## src/bfa_pkg.sv

```systemverilog
`default_nettype none

package bfa_pkg;

  // Map geometry.
  localparam int MAX_ENTRIES   = 4096;
  localparam int MAP_WORD_BITS = 32;
  localparam int MAP_DEPTH     = (MAX_ENTRIES + MAP_WORD_BITS - 1) / MAP_WORD_BITS;
  localparam int IDX_W         = $clog2(MAX_ENTRIES);
  localparam int BIT_W         = $clog2(MAP_WORD_BITS);
  localparam int WORD_W        = $clog2(MAP_DEPTH);

  // Field widths fixed by the interface.
  localparam int NUM_W   = 16;
  localparam int COUNT_W = 13;
  localparam int DATA_W  = 32;
  localparam int ADDR_W  = 4;

  // Register indexes on the configuration port (byte address bits 3:2).
  localparam logic [1:0] REG_BASE  = 2'd0;
  localparam logic [1:0] REG_COUNT = 2'd1;
  localparam logic [1:0] REG_FIRST = 2'd2;

  localparam logic [COUNT_W-1:0] REG_COUNT_RESET = COUNT_W'(MAX_ENTRIES);

  // Request modes.
  localparam logic MODE_ALLOC = 1'b0;
  localparam logic MODE_FREE  = 1'b1;

  typedef enum logic [1:0] {
    ST_DONE  = 2'd0,
    ST_FULL  = 2'd1,
    ST_RANGE = 2'd2
  } status_t;

  typedef struct packed {
    logic [NUM_W-1:0]   region_base;
    logic [COUNT_W-1:0] region_count;
    logic               first_index;
  } cfg_t;

  // Commands from the controller to the datapath.
  typedef struct packed {
    logic    load;
    logic    issue;
    logic    free_read;
    logic    alloc_write;
    logic    free_write;
    logic    respond;
    status_t resp_code;
  } cmd_t;

  // Status from the datapath to the controller.
  typedef struct packed {
    logic req_mode;
    logic empty_range;
    logic out_of_range;
    logic more_words;
    logic eval_live;
    logic found;
    logic eval_last;
  } dp_stat_t;

endpackage

`default_nettype wire

```

## src/bfa_regs.sv

```systemverilog
`default_nettype none

module bfa_regs (
  input  wire logic                          clk,
  input  wire logic                          rst,
  input  wire logic                          psel,
  input  wire logic                          penable,
  input  wire logic                          pwrite,
  input  wire logic [bfa_pkg::ADDR_W-1:0]    paddr,
  input  wire logic [bfa_pkg::DATA_W-1:0]    pwdata,
  output logic      [bfa_pkg::DATA_W-1:0]    prdata,
  output logic                               pready,
  output bfa_pkg::cfg_t                      cfg
);
  import bfa_pkg::*;

  logic       wr_en;
  logic [1:0] reg_idx;

  assign pready  = 1'b1;
  assign reg_idx = paddr[3:2];
  assign wr_en   = psel && penable && pwrite;

  always_ff @(posedge clk) begin
    if (rst) begin
      cfg.region_base  <= '0;
      cfg.region_count <= REG_COUNT_RESET;
      cfg.first_index  <= 1'b0;
    end else if (wr_en) begin
      case (reg_idx)
        REG_BASE:  cfg.region_base  <= pwdata[NUM_W-1:0];
        REG_COUNT: cfg.region_count <= pwdata[COUNT_W-1:0];
        REG_FIRST: cfg.first_index  <= pwdata[0];
        default:   ;
      endcase
    end
  end

  always_comb begin
    case (reg_idx)
      REG_BASE:  prdata = DATA_W'(cfg.region_base);
      REG_COUNT: prdata = DATA_W'(cfg.region_count);
      REG_FIRST: prdata = DATA_W'(cfg.first_index);
      default:   prdata = '0;
    endcase
  end

endmodule

`default_nettype wire

```

## config.mk

```make
export PLATFORM = sky130hd
export DESIGN_NAME = bfa_regs
export DESIGN_NICKNAME = d
export VERILOG_FILES = /design/src/bfa_pkg.sv /design/src/bfa_regs.sv
export SDC_FILE = /design/constraint.sdc
export NUM_CORES = 1
export LEC_CHECK = 0
export BUFFER_PORTS_ARGS = -buffer_cell sky130_fd_sc_hd__buf_2
export CELL_PAD_IN_SITES_DETAIL_PLACEMENT = 2
export CELL_PAD_IN_SITES_GLOBAL_PLACEMENT = 2
export CORE_MARGIN = 2
export CORE_UTILIZATION = 25
export CTS_CLUSTER_DIAMETER = 50
export CTS_CLUSTER_SIZE = 28
export DETAILED_ROUTE_END_ITERATION = 10
export MAX_ROUTING_LAYER = met4
export PLACE_DENSITY_LB_ADDON = 0.1
export SETUP_SLACK_MARGIN = 0.3
export SLEW_MARGIN = 25
export SYNTH_ARGS = -nofsm -noshare
export SYNTH_HDL_FRONTEND = slang
export SYNTH_SLANG_ARGS = --single-unit
```

## constraint.sdc

```tcl
create_clock -name clk -period 2.1 [get_ports clk]
set_input_delay 0.525 -clock clk [delete_from_list [all_inputs] [get_ports clk]]
set_output_delay 0.525 -clock clk [all_outputs]
set_load 0.1 [all_outputs]
```

==> results.json <==
{
  "gp_congestion": 0.663,
  "portBuffers": 68,
  "path_buf_inv": 3,
  "cp_top_family": "buffers and inverters",
  "wirelength_mm": 4.83,
  "avgSynthCellArea_um2": 9.45,
  "required_ns": 1.57,
  "ys_ff_latch": 30,
  "timing.hold.ws_ns": 0.475,
  "dp_hpwl_mm": 3.70,
  "top_layer_used": "met4",
  "status": "complete, no violations",
  "first_pass_iters": 4,
  "cts.htree.levels": 2,
  "syn-instance-count": 175,
  "numCtsBuffers": 5,
  "vias": 1449,
  "skew_ns": 0,
  "syn-cell-area_mm2": 0.00165,
  "dr_wl_met2_mm": 2.34,
  "biggestRegsByFlops": "cfg: 30 flops",
  "antenna_found_initial": 0,
  "crit_chain": "buf_12, buf_12, and2b_1, nand2_2, o21ai_4, buf_12",
  "layout.nets": 289,
  "drt-vias-per-instance": 4.44,
  "die_x_um": 85.3,
  "overflow": 0,
  "yosysWarnings": 0,
  "io_pins": 104,
  "ant_nets": 0,
  "grt_util_all_layers": 0.142,
  "areaGrowthSynthToFinish_pct": 60.5,
  "worstPathMaxFanout": 8,
  "vdd_ir_drop_max_uv": 301,
  "setup_slack_ns": 0.233,
  "maxSlewViolCount": 0,
  "drc": 0,
  "yosys-top-cells-area": "dfxtp_1 (36%), mux2i_1 (24%), nand2b_1 (14%)",
  "dieArea_mm2": 0.00728,
  "drt_iter0_drc": 27,
  "num_rows": 29,
  "end_kind": "output port",
  "drive_gt1_frac": 0.578,
  "grt_pass1_vias": 1509,
  "ys_seq_area_frac": 0.363,
  "core_region_area_mm2": 0.00639,
  "p_leak_nw": 1.16,
  "finalSetupViolCount": 0,
  "cts_tree": "done",
  "die_h_um": 85.3,
  "clock_latency_ns": 0.27,
  "hold_viol_final": 0,
  "clk_pin_slew_worst_paths_ns": 0.06,
  "cts_sinks": 30,
  "period_share": 0.889,
  "post-place-ws_ns": 0.174,
  "hp-class": "flop to flop",
  "p_per_area_mw_per_mm2": 530,
  "critical_path_class": "input port to output port",
  "largest-register": "cfg",
  "largest_reg_flops": 30,
  "grt_max_degree": 17,
  "initial_core_util": 0.259,
  "critical_path.most_common_cell": "buf_12",
  "wl_met1_mm": 2.18,
  "wire_per_inst_um": 14.8,
  "final.setup.tns_ns": 0,
  "clock-root-buffer": "clkbuf_8",
  "critPathMaxStageDelay_ns": 0.22,
  "grt_pass1_wl_mm": 7.84,
  "arrival_ns": 1.34,
  "yosysTopAreaCellShare": 0.363,
  "n_antenna_cell": 0,
  "fin_crit_ns": 1.87,
  "synth_largest_area_cell": "dfxtp_1",
  "yosysUniqueCellTypes": 23,
  "crit_slowest_cell": "and2b_1",
  "rsz0062_at_grt": "true",
  "route.met3.wl_um": 258,
  "max_freq_ghz": 0.535,
  "cts_max_path_buffers": 2,
  "critPathLaunchType": "input port",
  "max-cap-violations": 0
}
## cells in the final DEF, fill, tap and decap left out, types with 5 or more instances in the layout
cell type,instances
buf_12,18
buf_2,51
buf_4,7
clkbuf_8,5
conb_1,17
dfxtp_2,25
mux2i_1,31
mux2i_4,7
nand2b_1,37
nor2_4,12
## through the flow
stage                     area [um^2]   util  power (W)  cells
after floorplan                  1860      -   0.000907    190
after global placement           2430  0.380   0.000954    316
after detailed placement         2430  0.380   0.000956    316
after CTS                        2660  0.416    0.00143    326
after global routing             2660  0.416    0.00148    326
final                            2660  0.416    0.00141    326
## synthesized netlist by cell type, drive strengths merged
library cell  instances
nand2                 3
nor3                  1
clkbuf                4
nor3b                 1
nor2                 15
and2b                 1
conb                  2
nand2b               37
o21ai                 1
and2                  3
buf                  23
dfxtp                30
and3                  1
mux2i                39
nand3                 5
o31ai                 4
nand3b                1
a21oi                 4
## kinds of logic (layout without fill, tap and decap cells)
group,after synthesis,in the layout,synth area share
AOI/OAI and AO/OA,9,9,0.0333
DFF,30,30,0.363
buffers and inverters,27,86,0.115
muxes,39,39,0.236
and+or+nand+nor,68,68,0.248
other,2,17,0.00454
## tightest hold or removal path, delay by kind of cell, from the launching register on
| family | cells | cell delay (ns) |
|---|---|---|
| AND/OR/NAND/NOR | 1 | 0.06 |
| flip-flops | 1 | 0.32 |
| multiplexers | 1 | 0.05 |
## routing by layer
metal,vias up,global-route usage
met4,0,0.0433
li1,692,-
met3,5,0.0340
met1,703,0.179
met2,49,0.226
met5,-,-
## area by class of cell
| cell class | count | area [um^2] |
|---|---|---|
| Clock inverter | 2 | 8.76 |
| Fill cell | 710 | 3730 |
| Clock buffer | 6 | 72.6 |
| Timing Repair Buffer | 78 | 707 |
| Tap cell | 77 | 96.3 |
| Sequential cell | 30 | 647 |
| Multi-Input combinational cell | 133 | 1120 |
## path summary, 6_finish.rpt
path,startpoint,endpoint,slack [ns],cells past startpoint
worst max-delay path,paddr[2],prdata[0],0.23,6
worst min-delay path,cfg[17]$_SDFFE_PP0P_,cfg[17]$_SDFFE_PP0P_,0.47,2
worst max register to register,cfg[21]$_SDFFE_PP0P_,cfg[21]$_SDFFE_PP0P_,1.43,2
worst min register to register,cfg[17]$_SDFFE_PP0P_,cfg[17]$_SDFFE_PP0P_,0.47,2
## report_power, final
part           leakage [nW]  total [W]  internal, W  switching [W]
sequential            0.257   0.000580     0.000573     0.00000757
clock                0.0426   0.000444     0.000228       0.000217
combinational         0.863   0.000384    0.0000923       0.000291
total                  1.16    0.00141     0.000893       0.000516
## timing repair
| item | in CTS | in global routing |
|---|---|---|
| pin swaps | 2 | 0 |
| endpoints found under the setup margin | 16 | 16 |
| cloned | 1 | 0 |
| resized for setup | 22 | 0 |
| hold buffers | 0 | 0 |
| setup buffers | 1 | 0 |
Power figures use the tool's default switching activity.
