**config.mk**
```make
export PLATFORM = sky130hd
export DESIGN_NAME = bfa_ctrl
export DESIGN_NICKNAME = d
export VERILOG_FILES = /design/src/bfa_pkg.sv /design/src/bfa_ctrl.sv
export SDC_FILE = /design/constraint.sdc
export NUM_CORES = 1
export LEC_CHECK = 0
export BUFFER_PORTS_ARGS = -buffer_cell sky130_fd_sc_hd__buf_2
export CAP_MARGIN = 5
export CORE_AREA = 2 2 39 41
export DETAILED_ROUTE_END_ITERATION = 6
export DIE_AREA = 0 0 41 43
export GPL_ROUTABILITY_DRIVEN = 0
export GPL_TIMING_DRIVEN = 0
export HOLD_SLACK_MARGIN = 0.1
export SETUP_SLACK_MARGIN = 0.02
export SYNTH_ARGS = -nofsm -noshare
export SYNTH_HDL_FRONTEND = slang
export SYNTH_SLANG_ARGS = --single-unit
```
**constraint.sdc**
```tcl
create_clock -name clk -period 4.56 [get_ports clk]
set_clock_uncertainty 0.05 [all_clocks]
set_input_delay 0.684 -clock clk [delete_from_list [all_inputs] [get_ports clk]]
set_output_delay 0.684 -clock clk [all_outputs]
set_load 0.05 [all_outputs]
```
**src/bfa_pkg.sv**
```systemverilog
`default_nettype none

package bfa_pkg;

  // Map geometry.
  localparam int MAX_ENTRIES   = 4096;
  localparam int MAP_WORD_BITS = 32;
  localparam int MAP_DEPTH     = (MAX_ENTRIES + MAP_WORD_BITS - 1) / MAP_WORD_BITS;
  localparam int IDX_W         = $clog2(MAX_ENTRIES);
  localparam int BIT_W         = $clog2(MAP_WORD_BITS);
  localparam int WORD_W        = $clog2(MAP_DEPTH);

  // Field widths fixed by the interface.
  localparam int NUM_W   = 16;
  localparam int COUNT_W = 13;
  localparam int DATA_W  = 32;
  localparam int ADDR_W  = 4;

  // Register indexes on the configuration port (byte address bits 3:2).
  localparam logic [1:0] REG_BASE  = 2'd0;
  localparam logic [1:0] REG_COUNT = 2'd1;
  localparam logic [1:0] REG_FIRST = 2'd2;

  localparam logic [COUNT_W-1:0] REG_COUNT_RESET = COUNT_W'(MAX_ENTRIES);

  // Request modes.
  localparam logic MODE_ALLOC = 1'b0;
  localparam logic MODE_FREE  = 1'b1;

  typedef enum logic [1:0] {
    ST_DONE  = 2'd0,
    ST_FULL  = 2'd1,
    ST_RANGE = 2'd2
  } status_t;

  typedef struct packed {
    logic [NUM_W-1:0]   region_base;
    logic [COUNT_W-1:0] region_count;
    logic               first_index;
  } cfg_t;

  // Commands from the controller to the datapath.
  typedef struct packed {
    logic    load;
    logic    issue;
    logic    free_read;
    logic    alloc_write;
    logic    free_write;
    logic    respond;
    status_t resp_code;
  } cmd_t;

  // Status from the datapath to the controller.
  typedef struct packed {
    logic req_mode;
    logic empty_range;
    logic out_of_range;
    logic more_words;
    logic eval_live;
    logic found;
    logic eval_last;
  } dp_stat_t;

endpackage

`default_nettype wire

```
**src/bfa_ctrl.sv**
```systemverilog
`default_nettype none

module bfa_ctrl (
  input  wire logic              clk,
  input  wire logic              rst,
  input  wire logic              start,
  output logic                   busy,
  input  wire bfa_pkg::dp_stat_t stat,
  output bfa_pkg::cmd_t          cmd
);
  import bfa_pkg::*;

  typedef enum logic [1:0] {
    S_IDLE,
    S_START,
    S_SCAN,
    S_FREE_WR
  } state_t;

  state_t state, state_next;

  always_comb begin
    state_next = state;
    cmd        = '0;
    cmd.resp_code = ST_DONE;
    case (state)
      S_IDLE: begin
        if (start && !busy) begin
          cmd.load   = 1'b1;
          state_next = S_START;
        end
      end
      S_START: begin
        if (stat.req_mode == MODE_ALLOC) begin
          if (stat.empty_range) begin
            cmd.respond   = 1'b1;
            cmd.resp_code = ST_FULL;
            state_next    = S_IDLE;
          end else begin
            cmd.issue  = 1'b1;
            state_next = S_SCAN;
          end
        end else begin
          if (stat.out_of_range) begin
            cmd.respond   = 1'b1;
            cmd.resp_code = ST_RANGE;
            state_next    = S_IDLE;
          end else begin
            cmd.free_read = 1'b1;
            state_next    = S_FREE_WR;
          end
        end
      end
      S_SCAN: begin
        // Reads run one word ahead of the search.
        cmd.issue = stat.more_words;
        if (stat.eval_live) begin
          if (stat.found) begin
            cmd.alloc_write = 1'b1;
            cmd.respond     = 1'b1;
            cmd.resp_code   = ST_DONE;
            state_next      = S_IDLE;
          end else if (stat.eval_last) begin
            cmd.respond   = 1'b1;
            cmd.resp_code = ST_FULL;
            state_next    = S_IDLE;
          end
        end
      end
      S_FREE_WR: begin
        cmd.free_write = 1'b1;
        cmd.respond    = 1'b1;
        cmd.resp_code  = ST_DONE;
        state_next     = S_IDLE;
      end
      default: begin
        state_next = S_IDLE;
      end
    endcase
  end

  always_ff @(posedge clk) begin
    if (rst) begin
      state <= S_IDLE;
      busy  <= 1'b0;
    end else begin
      state <= state_next;
      busy  <= (state_next != S_IDLE);
    end
  end

endmodule

`default_nettype wire

```
==> impl_metrics.csv, run 1 <==
group,metric,value,unit
setup_path,r2r_slack,2.79,ns
hold_path,min_from,"state[0]",
timing,rsz0062_at_grt,"no",
power_and_ir_drop,p_per_area,491,nW/µm²
finish,drive_above_1_share,0.433,
setup_path,cp_slowest_cell,"dfxtp_1",
clocking,cts-hold-fix-buffers,0,
timing,hold_viol,0,
die,start_util,0.237,
finish,antenna_cells,0,
timing,setup_viol,0,
power_and_ir_drop,p_leak,0.253,nW
timing,maxSlewViolCount,0,
die,design.portCount,19,
setup_path,r2r-start,"state[0]",
logic_synthesis,netlist.area_leader.share,0.191,
setup_path,path_cells,"inv_1 -> ha_1 -> nand2b_4 -> o22ai_1 -> buf_2",
setup_path,critical_path_arrival,1.63,ns
hold_path,hold_path_class,"reg -> reg",
die,dieHeight,43,µm
logic_synthesis,synth.area.top_cells,"ha_1, dfxtp_1, nand2b_4",
finish,stdcell_count,76,
setup_path,cp-start-kind,"flop",
power_and_ir_drop,power,0.228,mW
timing,finalCritPeriodShare,0.519,
routing,ant_nets,0,
grt,antenna_found_initial,0,
grt,grt.total_usage,0.111,
die,core-area,1380,µm²
routing,finalWirelength,760,µm
power_and_ir_drop,p_int,0.119,mW
finish,synthToLayoutAreaGrowth,41.6,%
setup_path,critical_path_required,3.83,ns
timing,finalSetupTns,0,ns
clocking,ctsResizeCount,0,
clocking,cts_sinks,3,
clocking,cts-htree-levels,1,
clocking,cts_max_path_buffers,2,
finish,final_common_cell,"buf_2",
logic_synthesis,yosys_warnings,0,
place,dp_hpwl,613,µm
power_and_ir_drop,ir_drop,0.244,mV
routing,vias,342,
power_and_ir_drop,power_frac_clock,0.209,
power_and_ir_drop,p_switching,0.109,mW
power_and_ir_drop,switching_share,0.479,
outcome,status,"complete, no violations",
clocking,cts_root_buffer,"clkbuf_4",
setup_path,r2r_cells,6,
clocking,path_clk_slew,0.03,ns
logic_synthesis,synthCells,38,
setup_path,slowest_delay,0.37,ns
logic_synthesis,avgSynthCellArea,8.63,µm²
logic_synthesis,synth-seq-cells,3,
die,std_cell_rows,14,
routing,dr.pass1.iters,2,
grt,grt-ovfl-total,0,
logic_synthesis,synth_nets,53,
hold_path,worstHoldPathCells,1,
grt,grt_max_degree,9,
routing,drt_iter0_markers,3,
clocking,cts_inserted_buffers,3,
hold_path,hold_path_end,"state[0]",
timing,worst_pin_slew,0.270,ns
timing,relSlewSlack,0.818,
routing,wire_per_inst,10.0,µm
setup_path,cp_max_fo,8,
timing,max_freq,422,MHz
logic_synthesis,yosys.area.top_type,"ha_1",
timing,fin_crit,2.37,ns
die,die_area,1760,µm²
finish,layout.nets,76,
clocking,post_cts_buffers,0,
setup_path,r2r_end,"busy",
logic_synthesis,synth_cell_types,25,
grt,grt_pass1_wl,1310,µm
routing,viasPerCell,4.50,
place,placed_cells_incl_taps,72,
clocking,cts_tree,"yes",
logic_synthesis,synth_area,328,µm²
place,port_buffers,18,
flow_run,drv_cap,0,
finish,fin_util,0.335,
timing,hold_ws,0.553,ns
grt,grt_pass1_vias,335,
routing,drc,0,
finish,final_cell_mix,"buf_2, ha_1",
setup_path,end_kind,"output port",
clocking,clock_latency,0.24,ns
setup_path,crit_type,"reg -> out",
power_and_ir_drop,combPwrFrac,0.607,
logic_synthesis,yosysSeqAreaShare,0.183,
power_and_ir_drop,seqPwrFrac,0.185,
die,dieWidth,41,µm
## how the worst max path moves through the flow
| stage | start | depth (start not counted) | end |
|---|---|---|---|
| final | state[0] | 5 | cmd[2] |
| after global routing | state[0] | 5 | cmd[2] |
| after CTS | state[0] | 5 | cmd[2] |
| after detailed placement | stat[6] | 6 | cmd[2] |
| after global placement | stat[6] | 6 | cmd[2] |
| after floorplan | stat[6] | 4 | cmd[2] |
## layout make-up
class                   count  area (µm²)
fillers                   168         920
multi-input cells          32         256
repair buffers             18        90.1
flip-flops and latches      3        60.1
clock buffers               4        26.3
well taps                  16        20.0
inverters                   3        11.3
## cell usage after synthesis
cell type	instances
ha_1	5
dfxtp_1	3
inv_1	3
nor2_1	3
a21oi_1	2
nand2_1	2
nor2b_1	2
a211o_1	1
a22oi_1	1
a31oi_1	1
and2b_2	1
and3_1	1
and3b_1	1
nand2b_1	1
nand2b_4	1
nand3b_1	1
nand4b_1	1
nor3b_1	1
o211ai_1	1
o21ai_0	1
o22ai_1	1
o311a_2	1
o31ai_2	1
or2_1	1
or4b_4	1
## registers in the layout (all words and copies together) (netlist names)
name   cells
busy       1
state      2
## metal layers
| layer | up-vias | share of wire | global-route usage |
|---|---|---|---|
| met5 | - | 0 | 0 |
| met4 | 0 | 0 | 0.0800 |
| met3 | 0 | 0.039 | 0.0314 |
| met2 | 7 | 0.54 | 0.175 |
| met1 | 154 | 0.42 | 0.119 |
| li1 | 181 | - | - |
## cell families after synthesis
family,Yosys count,synth area share
flip-flops,3,0.183
AND/OR/NAND/NOR,17,0.363
AO/OA/AOI/OAI,10,0.229
buffers and inverters,3,0.0343
adder cells (fa/ha/maj),5,0.191
## through the flow
stage	setup slack (ns)	cell area [µm²]
6_report	2.19	464
5_1_grt	2.05	464
4_1_cts	2.19	464
3_5_place_dp	2.33	438
3_3_place_gp	2.32	438
2_1_floorplan	2.09	328
## power groups by stage
stage               Clock [mW]  Combinational [mW]  Sequential [mW]
floorplan                    0              0.0997           0.0524
global placement             0               0.137           0.0420
detailed placement           0               0.138           0.0421
CTS                     0.0507               0.140           0.0419
global route            0.0522               0.151           0.0438
finish                  0.0475               0.138           0.0420
## critical path, delay by kind of cell, from the launching register on
family                   cells  cell delay, ns
AND/OR/NAND/NOR              1            0.18
buffers and inverters        2            0.40
flip-flops                   1            0.37
adder cells (fa/ha/maj)      1            0.30
AO/OA/AOI/OAI                1            0.15
No activity file was read; power rests on OpenSTA's default activity.
==> run 2: changes to the inputs <==
- clock period: 4.56 -> 2.1 ns (I/O delays scaled with it)
==> impl_metrics.csv, run 2 (same netlist as run 1, synthesis figures left out) <==
group,metric,value,unit
timing,hold_viol,0,
finish,top_register,"state",
setup_path,cp_slowest_cell,"dfxtp_1",
place,dp_hpwl,632,µm
routing,drc,0,
finish,design_area,475,µm²
power_and_ir_drop,seqPwrFrac,0.184,
timing,maxSlewViolCount,0,
setup_path,path_cells,"inv_1 -> ha_1 -> nand2b_4 -> o22ai_2 -> clkbuf_4",
timing,fin_crit,1.97,ns
setup_path,slowest_delay,0.38,ns
power_and_ir_drop,power,0.497,mW
routing,viasPerCell,4.71,
grt,grt-ovfl-total,0,
clocking,cts_tree,"yes",
setup_path,crit_type,"reg -> out",
grt,antenna_found_initial,0,
timing,finalSetupTns,0,ns
setup_path,end_kind,"output port",
timing,worst_pin_slew,0.264,ns
die,dieHeight,43,µm
power_and_ir_drop,power_frac_clock,0.200,
hold_path,hold_path_class,"in -> reg",
die,die_area,1760,µm²
finish,drive_above_1_share,0.450,
place,placed_cell_area,444,µm²
clocking,cts_root_buffer,"clkbuf_4",
routing,wire_per_inst,10.0,µm
timing,setup_viol,0,
finish,final_common_cell,"buf_2",
finish,final_cell_mix,"buf_2, ha_1, clkbuf_4",
routing,vias,358,
power_and_ir_drop,p_int,0.261,mW
clocking,ctsResizeCount,0,
setup_path,critical_path_required,1.74,ns
clocking,clock_latency,0.23,ns
die,dieWidth,41,µm
die,start_util,0.237,
routing,ant_nets,0,
grt,grt_max_degree,9,
timing,finalCritPeriodShare,0.937,
grt,grt_pass1_wl,1260,µm
clocking,cts_inserted_buffers,3,
clocking,cts_sinks,3,
clocking,cts-hold-fix-buffers,0,
setup_path,crit_family,"flip-flops",
flow_run,drv_cap,0,
clocking,cts-htree-levels,1,
setup_path,cp_max_fo,8,
clocking,post_cts_buffers,0,
power_and_ir_drop,combPwrFrac,0.617,
setup_path,cp-start-kind,"flop",
finish,synthToLayoutAreaGrowth,45.0,%
power_and_ir_drop,ir_drop,0.528,mV
power_and_ir_drop,p_leak,0.252,nW
finish,antenna_cells,0,
outcome,status,"complete, no violations",
die,core-area,1380,µm²
setup_path,critical_path_arrival,1.60,ns
routing,finalWirelength,761,µm
finish,layout.nets,76,
finish,reg_top3,"state (2), busy (1)",
finish,fillers,161,
die,std_cell_rows,14,
place,port_buffers,18,
timing,max_freq,508,MHz
timing,rsz0062_at_grt,"no",
setup_path,path_buf_inv,2,
power_and_ir_drop,p_switching,0.236,mW
finish,largest_reg_flops,2,
routing,drt_iter0_markers,2,
power_and_ir_drop,switching_share,0.474,
clocking,path_clk_slew,0.04,ns
routing,dr.pass1.iters,3,
timing,relSlewSlack,0.822,
clocking,cts_max_path_buffers,2,
grt,grt_pass1_vias,333,
die,design.portCount,19,
power_and_ir_drop,p_per_area,1050,nW/µm²
grt,grt.total_usage,0.106,
-- run 2: final cells by class --
cell class / count / area, µm² / area share
Tap cell: 16 / 20.0 / 0.0421
Clock buffer: 4 / 26.3 / 0.0553
Sequential cell: 3 / 60.1 / 0.126
Multi-Input combinational cell: 32 / 263 / 0.553
Inverter: 3 / 11.3 / 0.0237
Timing Repair Buffer: 18 / 95.1 / 0.200
-- run 2: per-layer routing --
metal | GRT usage | routed length, µm | vias up | part of all wire
met2 | 0.163 | 380 | 9 | 0.50
met1 | 0.116 | 334 | 164 | 0.44
li1 | - | - | 185 | -
met4 | 0.0600 | 0 | 0 | 0
met3 | 0.0471 | 46 | 0 | 0.060
met5 | 0 | 0 | - | 0
-- run 2: path summary, 6_finish.rpt --
path | startpoint | endpoint | depth (start not counted) | slack, ns
worst max-delay path | state[0] | cmd[2] | 5 | 0.13
worst min-delay path | rst | state[1] | 2 | 0.28
worst max register to register | state[0] | busy | 6 | 0.31
worst min register to register | state[1] | state[1] | 2 | 0.55
-- run 2: stage by stage --
stage | setup WS, ns | std cells | util | hold slack (ns)
2_1_floorplan | 0.136 | 38 | - | 0.366
3_3_place_gp | 0.330 | 72 | 0.321 | 0.513
3_5_place_dp | 0.325 | 72 | 0.321 | 0.521
4_1_cts | 0.0880 | 76 | 0.340 | 0.277
5_1_grt | 0.0308 | 76 | 0.344 | 0.298
6_report | 0.132 | 76 | 0.344 | 0.285
-- run 2: power groups by stage --
| stage | registers (mW) | clock network, mW | logic, mW |
|---|---|---|---|
| 6_report | 0.0913 | 0.0992 | 0.307 |
| 5_1_grt | 0.0953 | 0.108 | 0.335 |
| 4_1_cts | 0.0914 | 0.104 | 0.308 |
| 3_5_place_dp | 0.0922 | 0 | 0.305 |
| 3_3_place_gp | 0.0917 | 0 | 0.304 |
| 2_1_floorplan | 0.114 | 0 | 0.222 |
==> run 3: changes to the inputs <==
- BUFFER_PORTS_ARGS: -buffer_cell sky130_fd_sc_hd__buf_2 -> -buffer_cell sky130_fd_sc_hd__buf_4
==> impl_metrics.csv, run 3 (same netlist as run 1, synthesis figures left out) <==
group,metric,value,unit
outcome,status,"complete, no violations",
setup_path,crit_start,"state[0]",
routing,vias,349,
die,start_util,0.237,
routing,top_layer_used,"met3",
clocking,cts_sinks,3,
routing,dr_wl_met3,43,µm
timing,maxSlewViolCount,0,
setup_path,cp-start-kind,"flop",
flow_run,drv_cap,0,
timing,finalSetupTns,0,ns
power_and_ir_drop,ir_drop,0.429,mV
grt,grt-ovfl-total,0,
routing,dr.pass1.iters,4,
grt,grt_max_degree,9,
setup_path,path_buf_inv,2,
routing,finalWirelength,784,µm
die,design.portCount,19,
clocking,clock_latency,0.23,ns
clocking,post_cts_buffers,0,
power_and_ir_drop,power,0.516,mW
setup_path,end_kind,"output port",
timing,fin_crit,1.94,ns
place,placed_cells_incl_taps,72,
die,dieWidth,41,µm
place,port_buffers,18,
setup_path,r2r-start,"state[0]",
routing,met2_wirelength,408,µm
routing,drc,0,
finish,drive_above_1_share,0.450,
timing,rsz0062_at_grt,"no",
routing,viasPerCell,4.59,
finish,synthToLayoutAreaGrowth,57.3,%
clocking,cts_max_path_buffers,2,
timing,relSlewSlack,0.813,
finish,layout.nets,76,
die,core-area,1380,µm²
finish,final_common_cell,"buf_4",
routing,drt_iter0_markers,6,
clocking,cts_tree,"yes",
power_and_ir_drop,p_leak,0.261,nW
finish,top_register,"state",
finish,antenna_cells,0,
die,die_area,1760,µm²
timing,hold_viol,0,
clocking,ctsResizeCount,0,
setup_path,crit_family,"flip-flops",
setup_path,slowest_delay,0.37,ns
clocking,cts_root_buffer,"clkbuf_4",
finish,fillers,139,
routing,wl_met1,333,µm
routing,ant_nets,0,
timing,finalCritPeriodShare,0.924,
power_and_ir_drop,p_per_area,1000,nW/µm²
timing,max_freq,515,MHz
setup_path,cp_num_cells,5,
clocking,path_clk_slew,0.04,ns
clocking,cts-hold-fix-buffers,0,
clocking,cts_inserted_buffers,3,
finish,stdcell_count,76,
grt,grt_pass1_vias,331,
die,std_cell_rows,14,
setup_path,r2r_slack,0.30,ns
finish,reg_top3,"state (2), busy (1)",
grt,grt_pass1_wl,1260,µm
timing,setup_viol,0,
clocking,cts-htree-levels,1,
setup_path,cp_max_fo,8,
setup_path,critical_path_required,1.74,ns
grt,antenna_found_initial,0,
timing,worst_pin_slew,0.280,ns
setup_path,critical_path_arrival,1.58,ns
grt,grt.total_usage,0.107,
setup_path,crit_type,"reg -> out",
setup_path,worstSetupEndpoint,"cmd[2]",
routing,wire_per_inst,10.3,µm
setup_path,r2r_cells,6,
setup_path,r2r_end,"busy",
hold_path,hold_path_class,"in -> reg",
finish,final_cell_mix,"buf_4, ha_1",
setup_path,path_cells,"inv_1 -> ha_1 -> nand2b_4 -> o22ai_2 -> buf_4",
die,dieHeight,43,µm
setup_path,cp_slowest_cell,"dfxtp_1",
finish,largest_reg_flops,2,
[run 3: cell count changes in the layout (fill, tap and decap cells not counted)]
cell / change
buf_2: -16
buf_4: +18
clkbuf_4: -2
[run 3: layout make-up]
type / count / area (µm²) / area share
flip-flops and latches: 3 / 60.1 / 0.117
repair buffers: 18 / 135 / 0.262
inverters: 3 / 11.3 / 0.0218
multi-input cells: 32 / 263 / 0.510
well taps: 16 / 20.0 / 0.0388
clock buffers: 4 / 26.3 / 0.0510
[run 3: worst min-delay path by stage]
stage                     from        to  slack [ns]  depth (start not counted)
after CTS                  rst  state[1]        0.25                          2
final                      rst  state[1]        0.27                          2
after global routing       rst  state[1]        0.26                          2
after floorplan            rst  state[1]        0.37                          1
after global placement     rst  state[1]        0.49                          2
after detailed placement   rst  state[1]        0.50                          2
[run 3: report_power, final]
| part | switching (mW) | internal, mW | total (mW) |
|---|---|---|---|
| Sequential | 0.0140 | 0.0766 | 0.0906 |
| Combinational | 0.195 | 0.130 | 0.325 |
| Clock | 0.0290 | 0.0712 | 0.100 |
[run 3: metrics by stage]
step | util | setup slack [ns] | hold WS [ns] | cell area, µm²
after CTS | 0.373 | 0.148 | 0.253 | 515
after global placement | 0.354 | 0.323 | 0.494 | 489
final | 0.373 | 0.160 | 0.265 | 515
after floorplan | - | 0.136 | 0.366 | 334
after global routing | 0.373 | 0.0441 | 0.261 | 515
after detailed placement | 0.354 | 0.307 | 0.502 | 489
[run 3: layer usage]
layer / vias up / GRT usage
met5: - / 0
met4: 0 / 0.0600
met3: 0 / 0.0524
met2: 11 / 0.163
met1: 156 / 0.116
li1: 182 / -
